`config.mk`:
```
export PLATFORM = sky130hd
export DESIGN_NAME = eadcm_queue
export DESIGN_NICKNAME = d
export VERILOG_FILES = /design/src/eadcm_pkg.sv /design/src/eadcm_queue.sv
export SDC_FILE = /design/constraint.sdc
export NUM_CORES = 1
export LEC_CHECK = 0
export BUFFER_PORTS_ARGS = -buffer_cell sky130_fd_sc_hd__buf_2
export CAP_MARGIN = 20
export CORE_ASPECT_RATIO = 0.5
export CORE_UTILIZATION = 55
export CTS_CLUSTER_SIZE = 10
export DETAILED_ROUTE_END_ITERATION = 8
export PLACE_DENSITY_LB_ADDON = 0.15
export SLEW_MARGIN = 30
export SYNTH_ARGS = -nofsm -noshare
export SYNTH_HDL_FRONTEND = slang
export SYNTH_SLANG_ARGS = --single-unit
export TNS_END_PERCENT = 5
```
`constraint.sdc`:
```
create_clock -name clk -period 3.9 [get_ports clk]
set_input_delay 0.39 -clock clk [delete_from_list [all_inputs] [get_ports clk]]
set_output_delay 0.39 -clock clk [all_outputs]
set_load 0.01 [all_outputs]
```
`src/eadcm_pkg.sv`:
```
`timescale 1ns / 1ps
// ----------------------------------------------------------------------------
// eadcm_pkg
// Shared types, constants and CORDIC arctangent table for the Euler angle to
// direction cosine matrix unit.
// ----------------------------------------------------------------------------
package eadcm_pkg;

  localparam int ANGLE_BITS    = 16;
  localparam int FRACTION_BITS = 14;
  localparam int CORDIC_STAGES = 16;
  localparam int WORK_BITS     = 30;
  localparam int ELEM_BITS     = FRACTION_BITS + 2;
  localparam int CW            = 34;
  localparam int ZW            = 33;
  localparam logic signed [CW-1:0] CORDIC_GAIN = CW'(652032874);
  localparam logic signed [ELEM_BITS-1:0] ONE_Q = ELEM_BITS'(1 << FRACTION_BITS);
  localparam int QDEPTH = 4;
  localparam int QPW    = 2;

  localparam logic [1:0] AXIS_NONE = 2'd0;
  localparam logic [1:0] AXIS_X    = 2'd1;
  localparam logic [1:0] AXIS_Y    = 2'd2;
  localparam logic [1:0] AXIS_Z    = 2'd3;

  localparam logic [1:0] REG_FIRST  = 2'd0;
  localparam logic [1:0] REG_SECOND = 2'd1;
  localparam logic [1:0] REG_THIRD  = 2'd2;

  typedef logic signed [ELEM_BITS-1:0] elem_t;

  typedef struct packed {
    logic [15:0] angle_one;
    logic [15:0] angle_two;
    logic [15:0] angle_three;
  } in_item_t;

  typedef struct packed {
    logic signed [15:0] elem_r0c0;
    logic signed [15:0] elem_r0c1;
    logic signed [15:0] elem_r0c2;
    logic signed [15:0] elem_r1c0;
    logic signed [15:0] elem_r1c1;
    logic signed [15:0] elem_r1c2;
    logic signed [15:0] elem_r2c0;
    logic signed [15:0] elem_r2c1;
    logic signed [15:0] elem_r2c2;
  } out_item_t;

  typedef struct packed {
    logic [1:0] axis;
    elem_t      c;
    elem_t      s;
  } rot_t;

  typedef struct packed {
    rot_t r0;
    rot_t r1;
    rot_t r2;
  } cmd_t;

  typedef elem_t [8:0] mat_t;

  function automatic logic [31:0] atan_lut(input int i);
    logic [31:0] t;
    unique case (i)
      0: t = 32'h20000000;  1: t = 32'h12E4051E;  2: t = 32'h09FB385B;
      3: t = 32'h051111D4;  4: t = 32'h028B0D43;  5: t = 32'h0145D7E1;
      6: t = 32'h00A2F61E;  7: t = 32'h00517C55;  8: t = 32'h0028BE53;
      9: t = 32'h00145F2F;  10: t = 32'h000A2F98; 11: t = 32'h000517CC;
      12: t = 32'h00028BE6; 13: t = 32'h000145F3; 14: t = 32'h0000A2F9;
      15: t = 32'h0000517C; 16: t = 32'h000028BE; 17: t = 32'h0000145F;
      18: t = 32'h00000A2F; 19: t = 32'h00000517; 20: t = 32'h0000028B;
      21: t = 32'h00000145; 22: t = 32'h000000A2; 23: t = 32'h00000051;
      24: t = 32'h00000028; 25: t = 32'h00000014; 26: t = 32'h0000000A;
      27: t = 32'h00000005; 28: t = 32'h00000002; 29: t = 32'h00000001;
      default: t = 32'h0;
    endcase
    return t;
  endfunction

  // round half up by s bits, then clamp to +/- one
  function automatic elem_t round_clamp(input logic signed [35:0] v, input int s);
    logic signed [35:0] r;
    r = (v + (36'sd1 <<< (s - 1))) >>> s;
    if (r > 36'(ONE_Q)) return ONE_Q;
    if (r < -36'(ONE_Q)) return -ONE_Q;
    return r[ELEM_BITS-1:0];
  endfunction

endpackage

```
`src/eadcm_queue.sv`:
```
`timescale 1ns / 1ps
// ----------------------------------------------------------------------------
// eadcm_queue
// Short FIFO of rotation commands between front and back.
// ----------------------------------------------------------------------------
module eadcm_queue
  import eadcm_pkg::*;
(
  input  logic clk,
  input  logic rst_n,
  input  logic wr_en,
  input  cmd_t wr_data,
  input  logic rd_en,
  output logic rd_vld,
  output cmd_t rd_data
);

  cmd_t mem_r [QDEPTH];
  logic [QPW-1:0] wp_r, rp_r;
  logic [QPW:0] cnt_r;

  always_ff @(posedge clk) begin
    if (wr_en) mem_r[wp_r] <= wr_data;
  end

  always_ff @(posedge clk) begin
    if (!rst_n) begin
      wp_r <= '0;
      rp_r <= '0;
      cnt_r <= '0;
    end else begin
      if (wr_en) wp_r <= wp_r + 1'b1;
      if (rd_en && rd_vld) rp_r <= rp_r + 1'b1;
      cnt_r <= cnt_r + (QPW+1)'(wr_en) - (QPW+1)'(rd_en && rd_vld);
    end
  end

  assign rd_vld = cnt_r != '0;
  assign rd_data = mem_r[rp_r];

endmodule

```
Word-level counts from Yosys, hierarchy flattened
Memories as Yosys holds them, arrays and structs flattened. A register that Yosys moved wholly into a read port is not among the register bits.
Cells that the tools add are included.
{"block": "word_totals", "output_inout_bits": 103, "register_bits": 7, "input_bits": 106, "n_memories": 1, "ramBits": 408, "wordCells": 14}
{"memory": "mem_r", "words": 4, "word_bits": 102, "read_ports": 1, "rd_clocked_by_memory_dff": 1, "wr": 1, "line_no": "eadcm_queue.sv:18", "text": "cmd_t mem_r [QDEPTH];"}
{"block": "classes", "add_sub_neg": 4, "n_mux": 4, "reduce_logical": 2}
{"operator": "adder 2 x 1 -> 2 bit (second input constant)", "n": 2}
{"operator": "2-to-1 mux 2 bit", "n": 2}
{"operator": "adder 3 x 1 -> 3 bit", "n": 1}
{"operator": "nonzero test 3 bit", "n": 1}
{"operator": "subtractor 3 x 1 -> 3 bit", "n": 1}
{"operator": "2-to-1 mux 1 bit", "n": 2}
{"operator": "logical AND 1 bit", "n": 1}

Logic depth before layout (Yosys ltp)
Gate-level depths: netlist of the first run.
{"block": "logic_depth", "ltp_word": 4, "depth_mapped": 7, "ltp_nobuf": 7}

Least setup slack after synthesis of the first run
Ideal clock, no wire load.
{"block": "synth_timing", "kind": "register -> register", "from": "register wp_r[0]", "to": "memory mem_r[0][0] (netlist bit) (enable)", "synth_period_minus_slack_ns": 3.369, "stages_incl_launch_ff": 4, "setup_time_ns": 0.472, "t_required_ns": 3.428, "path_slack_ns": 0.531, "arrival_time_ns": 2.897, "n_path_buf": 0, "path_cell_list": "dfxtp_1 inv_1 ha_1 and2_1"}
{"item": "start: declaration", "line_no": "eadcm_queue.sv:19", "text": "logic [QPW-1:0] wp_r, rp_r;"}
{"item": "start signal: assignment", "line_no": "eadcm_queue.sv:32", "text": "if (wr_en) wp_r <= wp_r + 1'b1;"}
{"item": "end: declaration", "line_no": "eadcm_queue.sv:18"}
Straight into the memory's write port.

==> results of run 1 <==
## synthesized netlist by cell type, drive strengths merged, types with 2 or more instances
cell type,instances,share of area (%)
and2,8,0.33
nand2,2,0.049
edfxtp,408,81
mux4,102,15
mux2i,4,0.26
buf,19,1.0
clkbuf,3,0.074
nand2b,2,0.082
ha,6,0.49
dfxtp,9,1.2
inv,6,0.15
## per-stage QoR
step / power (mW) / setup slack (ns) / cells / utilization, % / hold slack [ns]
after floorplan: 6.60 / 0.531 / 576 / - / 0.449
after global placement: 7.22 / 1.61 / 1125 / 62.4 / 0.448
after detailed placement: 7.25 / 1.62 / 1125 / 62.4 / 0.467
after CTS: 11.1 / 1.04 / 1193 / 67.2 / 0.0324
after global routing: 11.4 / 0.982 / 1195 / 67.3 / 0.0417
final: 10.9 / 1.11 / 1195 / 67.3 / 0.0614
## where the power goes
part	internal [mW]	total [mW]	switching, mW	leakage (nW)
clock network	2.26	3.81	1.55	0.629
logic	0.929	1.79	0.865	1.59
registers	5.17	5.31	0.139	3.82
total	8.36	10.9	2.55	6.05
## path summary, 6_finish.rpt
check                 end  cells past startpoint   startpoint
max           rd_data[27]                      3     register
min          mem_r[3][10]                      1  wr_data[10]
max reg2reg      cnt_r[2]                      7     cnt_r[1]
min reg2reg      register                      2      rp_r[1]
## registers in the layout (all words and copies together), names as in the netlist, named ones only
| register | count |
|---|---|
| mem_r | 408 |
| cnt_r | 3 |
| rp_r | 2 |
| wp_r | 2 |
## metal layers
metal  GRT usage [%]  vias to the layer above
met4            6.13                        4
met3            4.89                       51
li1                -                     2969
met1            26.0                     3536
met2            34.4                      174
met5               0                        -
## area by class of cell
cell class | instances | area [um^2] | share of cell area (%)
clock inverter | 1 | 5.00 | 0.0278
multi-input combinational | 131 | 2570 | 14.3
clock buffer | 67 | 1290 | 7.19
sequential | 417 | 12400 | 69.1
antenna | 2 | 5.00 | 0.0278
inverter | 6 | 22.5 | 0.125
timing repair buffer | 219 | 1210 | 6.73
tap | 352 | 440 | 2.45
## logic make-up (layout without fill, tap and decap cells)
group | Yosys count | count (layout)
fa+ha+maj | 7 | 7
other cells | 0 | 2
mux | 106 | 106
simple gates | 14 | 14
flops | 417 | 417
compound gates | 2 | 2
buf+inv | 28 | 293
xor+xnor | 2 | 2
==> metrics.txt, run 1 <==
commonest non-fill, non-tap cell in the layout=edfxtp_1; drt drc=0; VDD IR max=about 0.34 mV; Die Width=approximately 240 um; buffer and inverter count on the worst path=2; clock latency on the worst-skew pair=~0.54 ns; Post-Layout Inst Area=approximately 18000 um^2; Post-synth EDFFs=408; unrepaired setup endpoints after global routing=no; Post-DP HPWL=between 15000 and 20000 um; clock root buffer=clkbuf_16; PwrDens=slightly above 600 nW/um^2; final WL=27200 um; simple-gate share of the synthesized area=less than 1%; Global Route Usage Sum=around a fifth; most frequent cells in the layout=408 x edfxtp_1, 208 x buf_2, 102 x mux4_2, 49 x clkbuf_16, 18 x clkbuf_1; setup TNS=0 ns; WL met3=approximately 1500 um; core area=approximately 27000 um^2; layout cells sized above 1=around 45%; grt ovf=0; syn nets=~690; area fraction in compound gates after synthesis=0.115%; area post-placement=roughly 17000 um^2; synthesized cell area=between 15000 and 20000 um^2; Fin. Hold Viols=0; Filler cells=1724; post-synthesis xor/xnor area fraction=less than 1%; Placer Congestion=just over 0.7; synth warn=0; vias in the first global route=between 7000 and 8000; R2R setup slack=between 1.5 and 2 ns; period utilisation layout=a little under three quarters; Top FF cell, synth=edfxtp_1; # port buffers=208; Die Ht=~120 um; setup violators final=0; WP data arrival=2.40 ns; sequential element share of the synthesized area=about four fifths; pin count of the biggest net entering global routing=78; Slew @ Worst Pin=0.757 ns; Fmax achieved=358 MHz; Num CTS Buffers=between 40 and 50; library cells used by synthesis=19; antenna viol nets, final=0; Highest Signal Layer=met5; Clock transition at path regs=roughly 0.05 ns; Starting Density=between 50% and 60%; Cell Chain, Critical Path=buf_4 -> mux4_2 -> buf_2; routed vias/inst=around 5.6; Post-synth ARST share=0%; Die Area=roughly 28000 um^2; Worst slew margin=approximately 50%; wire per inst=between 20 and 25 um; Static Leak=between 6 and 7 nW; # hold bufs at CTS=0; cell count after synthesis=~580; initial antenna violation count=4; wire length on met2=about 14000 um; CTS max path bufs=3; Synth Area in Adders=less than 1%; Max FO, Critical Path=48; Crit Path Category=register to output port; hold crit path type=primary input to register; vias=between 6000 and 7000; Clock Sinks=417; Clock Skews=0.0109 ns; CP Capture Type=output port; H-tree depth=2; DRT Pass-1 Iters=4; first-pass GRT wire length=42000 um; CP Launch Type=register; cell family with most CP delay=flip-flops; Post-Syn Area per Cell=between 20 and 30 um^2; Worst path slowest cell=dfxtp_4; post-synthesis mux area share=approximately 15%; post-CTS setup buffer count=0; num ports=209; main combinational cell family by area after synthesis=multiplexers; CTS tree=yes; Final Slew Violations=0; CP required=3.51 ns; area delta synth->final=18.5%; crit-path max cell delay=~0.84 ns; cts repair resizes=0; Tmin final=between 2 and 3 ns; Max-Cap Viols=0; # nets final=roughly 940; Synth Register Bits=417; row count=42; DR iter-0 viols=a little under 400; status=completed; wl on met1=10900 um
Note: power is estimated with default switching activity, not from simulation.
==> run 2, diff against run 1 <==
--- a/config.mk
+++ b/config.mk
@@ -8,7 +8,7 @@
 export BUFFER_PORTS_ARGS = -buffer_cell sky130_fd_sc_hd__buf_2
 export CAP_MARGIN = 20
 export CORE_ASPECT_RATIO = 0.5
-export CORE_UTILIZATION = 55
+export CORE_UTILIZATION = 51
 export CTS_CLUSTER_SIZE = 10
 export DETAILED_ROUTE_END_ITERATION = 8
 export PLACE_DENSITY_LB_ADDON = 0.15
==> constraint.sdc (replaced) <==
create_clock -name clk -period 2.48 [get_ports clk]
set_input_delay 0.248 -clock clk [delete_from_list [all_inputs] [get_ports clk]]
set_output_delay 0.248 -clock clk [all_outputs]
set_load 0.01 [all_outputs]
==> run 2 against run 1 <==
  * Cell area up 7.3%
  * Wire length up 6.9%
  * Die area up 7.7%
  * Via count up 7.3%
  * Combinational power up 84%
  * Total power up 59%
==> metrics.txt, run 2 (same netlist as run 1, synthesis figures left out) <==
num ports=209; registers with the most flip-flops=mem_r (408), cnt_r (3); Max FO, Critical Path=20; crit-path max cell delay=0.53 ns; CTS tree=yes; clock root buffer=clkbuf_16; Die Ht=approximately 120 um; DRT Pass-1 Iters=4; unrepaired setup endpoints after global routing=no; Slew @ Worst Pin=between 0.6 and 0.7 ns; Clock Sinks=417; Starting Density=52.1%; vias in the first global route=7596; Crit Path Category=register to output port; Top reg by flops=mem_r; Placer Congestion=around 0.71; H-tree depth=2; Clock Skews=0.0156 ns; Max-Cap Viols=0; buffer and inverter count on the worst path=3; most frequent cells in the layout=408 x edfxtp_1, 208 x buf_2, 102 x mux4_2, 102 x dlygate4sd3_1, 47 x clkbuf_16; Hold Path Depth=2; R2R setup slack=roughly 0.40 ns; cell family with most CP delay=buffers and inverters; Tot Pwr=between 15 and 20 mW; antenna viol nets, final=0; DR iter-0 viols=just under 400; Layout Cells excl Fill=between 1000 and 1500; max reg flops=about 410; Die Area=slightly above 30000 um^2; clock latency on the worst-skew pair=0.53 ns; Cell Chain, Critical Path=buf_12 -> buf_4 -> mux4_2 -> buf_2; Die Width=around 250 um; initial antenna violation count=0; Stages on worst setup path=4; Worst path slowest cell=mux4_2; placed cells=around 1200; # port buffers=208; commonest non-fill, non-tap cell in the layout=edfxtp_1; period utilisation layout=~94%; routed vias/inst=roughly 5.4; Worst slew margin=approximately 58%; final worst setup slack=~0.15 ns; core area=29100 um^2; Post-DP HPWL=approximately 18000 um; Reg-to-Reg Start=cnt_r[1]; area delta synth->final=27.2%; status=completed; Final Slew Violations=0; FF-to-FF path depth=7; CP required=approximately 2.2 ns; # nets final=around 1100; Static Leak=roughly 6.6 nW; pin count of the biggest net entering global routing=38; setup violators final=0; VDD IR max=roughly 0.5 mV; grt ovf=0; n_diodes=0; vias=~7200; row count=44; CP endpoint=rd_data[74]; final WL=29100 um; Reg-to-Reg End=cnt_r[2]; CTS max path bufs=3; first-pass GRT wire length=43500 um; drt drc=0; WP data arrival=approximately 2.1 ns; pre-CTS setup slack=0.398 ns; Global Route Usage Sum=about a fifth; CP Launch Type=register; layout cells sized above 1=around two fifths; Clock transition at path regs=0.05 ns; CP Capture Type=output port; Fin. Hold Viols=0; Fmax achieved=428 MHz; Tmin final=roughly 2.3 ns; PwrDens=~900 nW/um^2; wire per inst=about 22 um; hold crit path type=primary input to register; Num CTS Buffers=47
[run 2: where the power goes]
| part | leakage (nW) | internal, mW | switching, mW | total (mW) |
|---|---|---|---|---|
| registers | 3.82 | 8.13 | 0.142 | 8.27 |
| logic | 2.19 | 1.73 | 1.55 | 3.29 |
| clock network | 0.599 | 3.38 | 2.43 | 5.81 |
| total | 6.61 | 13.2 | 4.13 | 17.4 |
[run 2: how the worst min path moves through the flow]
stage	slack (ns)	to	startpoint
2_1_floorplan	0.35	mem_r[0][0]	wr_data[0]
3_3_place_gp	0.45	register	rp_r[1]
3_5_place_dp	0.46	mem_r[2][58]	wr_data[58]
4_1_cts	0.01	wp_r[1]	rst_n
5_1_grt	0.04	wp_r[1]	rst_n
6_report	0.04	wp_r[0]	rst_n
[run 2: final cells by class]
type | count | area, um^2
clock buffers | 57 | 1210
clock inverters | 2 | 13.8
fillers | 1929 | 9820
inverters | 6 | 22.5
multi-input cells | 131 | 2570
flip-flops and latches | 417 | 12400
well taps | 391 | 489
repair buffers | 346 | 2550
[run 2: layer usage]
layer,track usage (%),vias to the layer above,routed length (um)
li1,-,3223,-
met4,4.46,0,372
met3,4.48,36,1310
met2,32.3,160,14900
met1,26.6,3807,12500
met5,0,-,0
[run 2: what timing repair did]
item	4_1_cts	5_1_grt
endpoints found under the hold margin	408	0
endpoints found under the setup margin	4	30
hold buffers	102	0
buffers inserted	0	4
resized for setup	2	0
[run 2: per-stage QoR]
stage                     hold WS (ns)  setup TNS, ns  util [%]  instance area [um^2]
after floorplan                  0.347        -268.16         -                 15200
after global placement           0.448              0      58.4                 17000
after detailed placement         0.465              0      58.4                 17000
after CTS                       0.0138              0      66.2                 19300
after global routing            0.0397              0      66.3                 19300
final                           0.0406              0      66.3                 19300
==> run 3, diff against run 2 <==
--- a/config.mk
+++ b/config.mk
@@ -8,7 +8,7 @@
 export BUFFER_PORTS_ARGS = -buffer_cell sky130_fd_sc_hd__buf_2
 export CAP_MARGIN = 20
 export CORE_ASPECT_RATIO = 0.5
-export CORE_UTILIZATION = 51
+export CORE_UTILIZATION = 55
 export CTS_CLUSTER_SIZE = 10
 export DETAILED_ROUTE_END_ITERATION = 8
 export PLACE_DENSITY_LB_ADDON = 0.15
==> constraint.sdc (replaced) <==
create_clock -name clk -period 2.4 [get_ports clk]
set_input_delay 0.24 -clock clk [delete_from_list [all_inputs] [get_ports clk]]
set_output_delay 0.24 -clock clk [all_outputs]
set_load 0.01 [all_outputs]
==> run 3 against run 2 <==
  * Sequential cell count stayed put
  * First-iteration DRC count is 17% higher
  * Non-clock buffer count is 11 lower
  * Largest power group unchanged
  * Combinational power is 2% lower
  * Clock skew is 0.0011 ns higher
  * Largest cell class unchanged
  * Global-route usage is 1.3 points higher
==> metrics.txt, run 3 (same netlist as run 1, synthesis figures left out) <==
Fmax achieved=between 400 and 500 MHz; CP endpoint=rd_data[49]; Post-DP HPWL=16900 um; WP data arrival=roughly 2.1 ns; Num CTS Buffers=between 40 and 50; grt ovf=0; Reg-to-Reg End=cnt_r[2]; CP required=roughly 2.2 ns; Slew @ Worst Pin=0.523 ns; setup TNS=0 ns; DR iter-0 viols=approximately 450; CP Launch Type=register; antenna viol nets, final=0; Crit Path Category=register to output port; commonest non-fill, non-tap cell in the layout=edfxtp_1; first-pass GRT wire length=between 40000 and 50000 um; period utilisation layout=between 90% and 100%; vias in the first global route=approximately 7700; initial antenna violation count=1; drt drc=0; # port buffers=roughly 210; Die Area=28300 um^2; Worst slew margin=~65%; Die Width=between 200 and 250 um; pre-CTS setup slack=about 0.34 ns; setup violators final=0; routed vias/inst=5.45; Top reg by flops=mem_r; most frequent cells in the layout=408 x edfxtp_1, 208 x buf_2, 103 x dlygate4sd3_1, 102 x mux4_2, 49 x clkbuf_16; Clock Sinks=417; vias=roughly 7100; area delta synth->final=26.3%; registers with the most flip-flops=mem_r (408), cnt_r (3); FF-to-FF path depth=7; Starting Density=a little under three fifths; max reg flops=408; Reg-to-Reg Start=cnt_r[1]; Die Ht=between 100 and 150 um; Placer Congestion=roughly 0.74; final worst setup slack=around 0.09 ns; core area=~27000 um^2; Tmin final=between 2 and 2.5 ns; hold crit path type=primary input to register; # nets final=1051; pin count of the biggest net entering global routing=52; Hold Path Depth=3; Max-Cap Viols=0; clock latency on the worst-skew pair=around 0.54 ns; Max FO, Critical Path=51; num ports=roughly 210; H-tree depth=2; layout cells sized above 1=between 40% and 50%; Clock Skews=0.0167 ns; CTS max path bufs=3; Global Route Usage Sum=about a fifth; status=completed; DRT Pass-1 Iters=4; Final Slew Violations=0; VDD IR max=roughly 0.59 mV; CTS tree=yes; Fin. Hold Viols=0; clock root buffer=clkbuf_16; row count=between 40 and 50; R2R setup slack=between 0.3 and 0.4 ns; Clock transition at path regs=around 0.050 ns; final WL=28000 um; unrepaired setup endpoints after global routing=no; CP Capture Type=output port; wire per inst=21.4 um; Static Leak=about 6.6 nW; PwrDens=around 940 nW/um^2
-- run 3: cell count changes in the layout (fill, tap and decap cells not counted), sizes merged --
cell | before | now
buf | 244 | 232
clkbuf | 57 | 68
diode | 0 | 1
dlygate4sd3 | 102 | 103
inv | 7 | 6
-- run 3: worst min-delay path by stage --
stage | startpoint | end | slack [ns]
floorplan | wr_data[0] | mem_r[0][0] | 0.34
global placement | rp_r[1] | register | 0.45
detailed placement | wr_data[69] | mem_r[0][69] | 0.46
CTS | wr_en | wp_r[1] | 0.09
global route | wr_en | wp_r[1] | 0.11
finish | wr_en | wp_r[1] | 0.11
-- run 3: layout make-up --
| type | count | area (um^2) |
|---|---|---|
| diodes | 1 | 2.50 |
| well taps | 352 | 440 |
| fillers | 1601 | 7570 |
| multi-input cells | 131 | 2570 |
| inverters | 6 | 22.5 |
| flip-flops and latches | 417 | 12400 |
| clock buffers | 68 | 1300 |
| clock inverters | 1 | 5.00 |
| repair buffers | 335 | 2400 |
-- run 3: power by group --
part,switching [mW],internal (mW),total (mW)
clock,2.52,3.68,6.20
combinational,1.56,1.67,3.23
sequential,0.130,8.40,8.53
-- run 3: per-stage QoR --
step / utilization (%) / total power, mW / cells / hold slack [ns] / cell area [um^2]
6_report: 71.7 / 18.0 / 1311 / 0.112 / 19200
5_1_grt: 71.7 / 18.7 / 1311 / 0.109 / 19200
4_1_cts: 71.7 / 18.2 / 1310 / 0.0863 / 19200
3_5_place_dp: 62.9 / 11.8 / 1138 / 0.455 / 16800
3_3_place_gp: 62.9 / 11.8 / 1138 / 0.446 / 16800
2_1_floorplan: - / 10.7 / 576 / 0.339 / 15200
-- run 3: critical path, cell delays in order (launching register included) --
cell,delay [ns]
dfxtp_4,0.39
buf_16,0.31
mux4_2,0.57
buf_2,0.17
-- run 3: repair_timing --
item / CTS / global route
hold buffers: 103 / 0
resized for setup: 0 / 1
buffers inserted: 0 / 0
hold endpoints to repair: 410 / 0
setup endpoints to repair: 0 / 14
-- run 3: layer usage --
metal / GRT usage, % / vias up / wire (um)
met5: 0 / - / 0
met4: 5.88 / 0 / 525
met3: 4.38 / 46 / 1150
met2: 35.2 / 146 / 14600
met1: 27.3 / 3746 / 11700
li1: - / 3209 / -
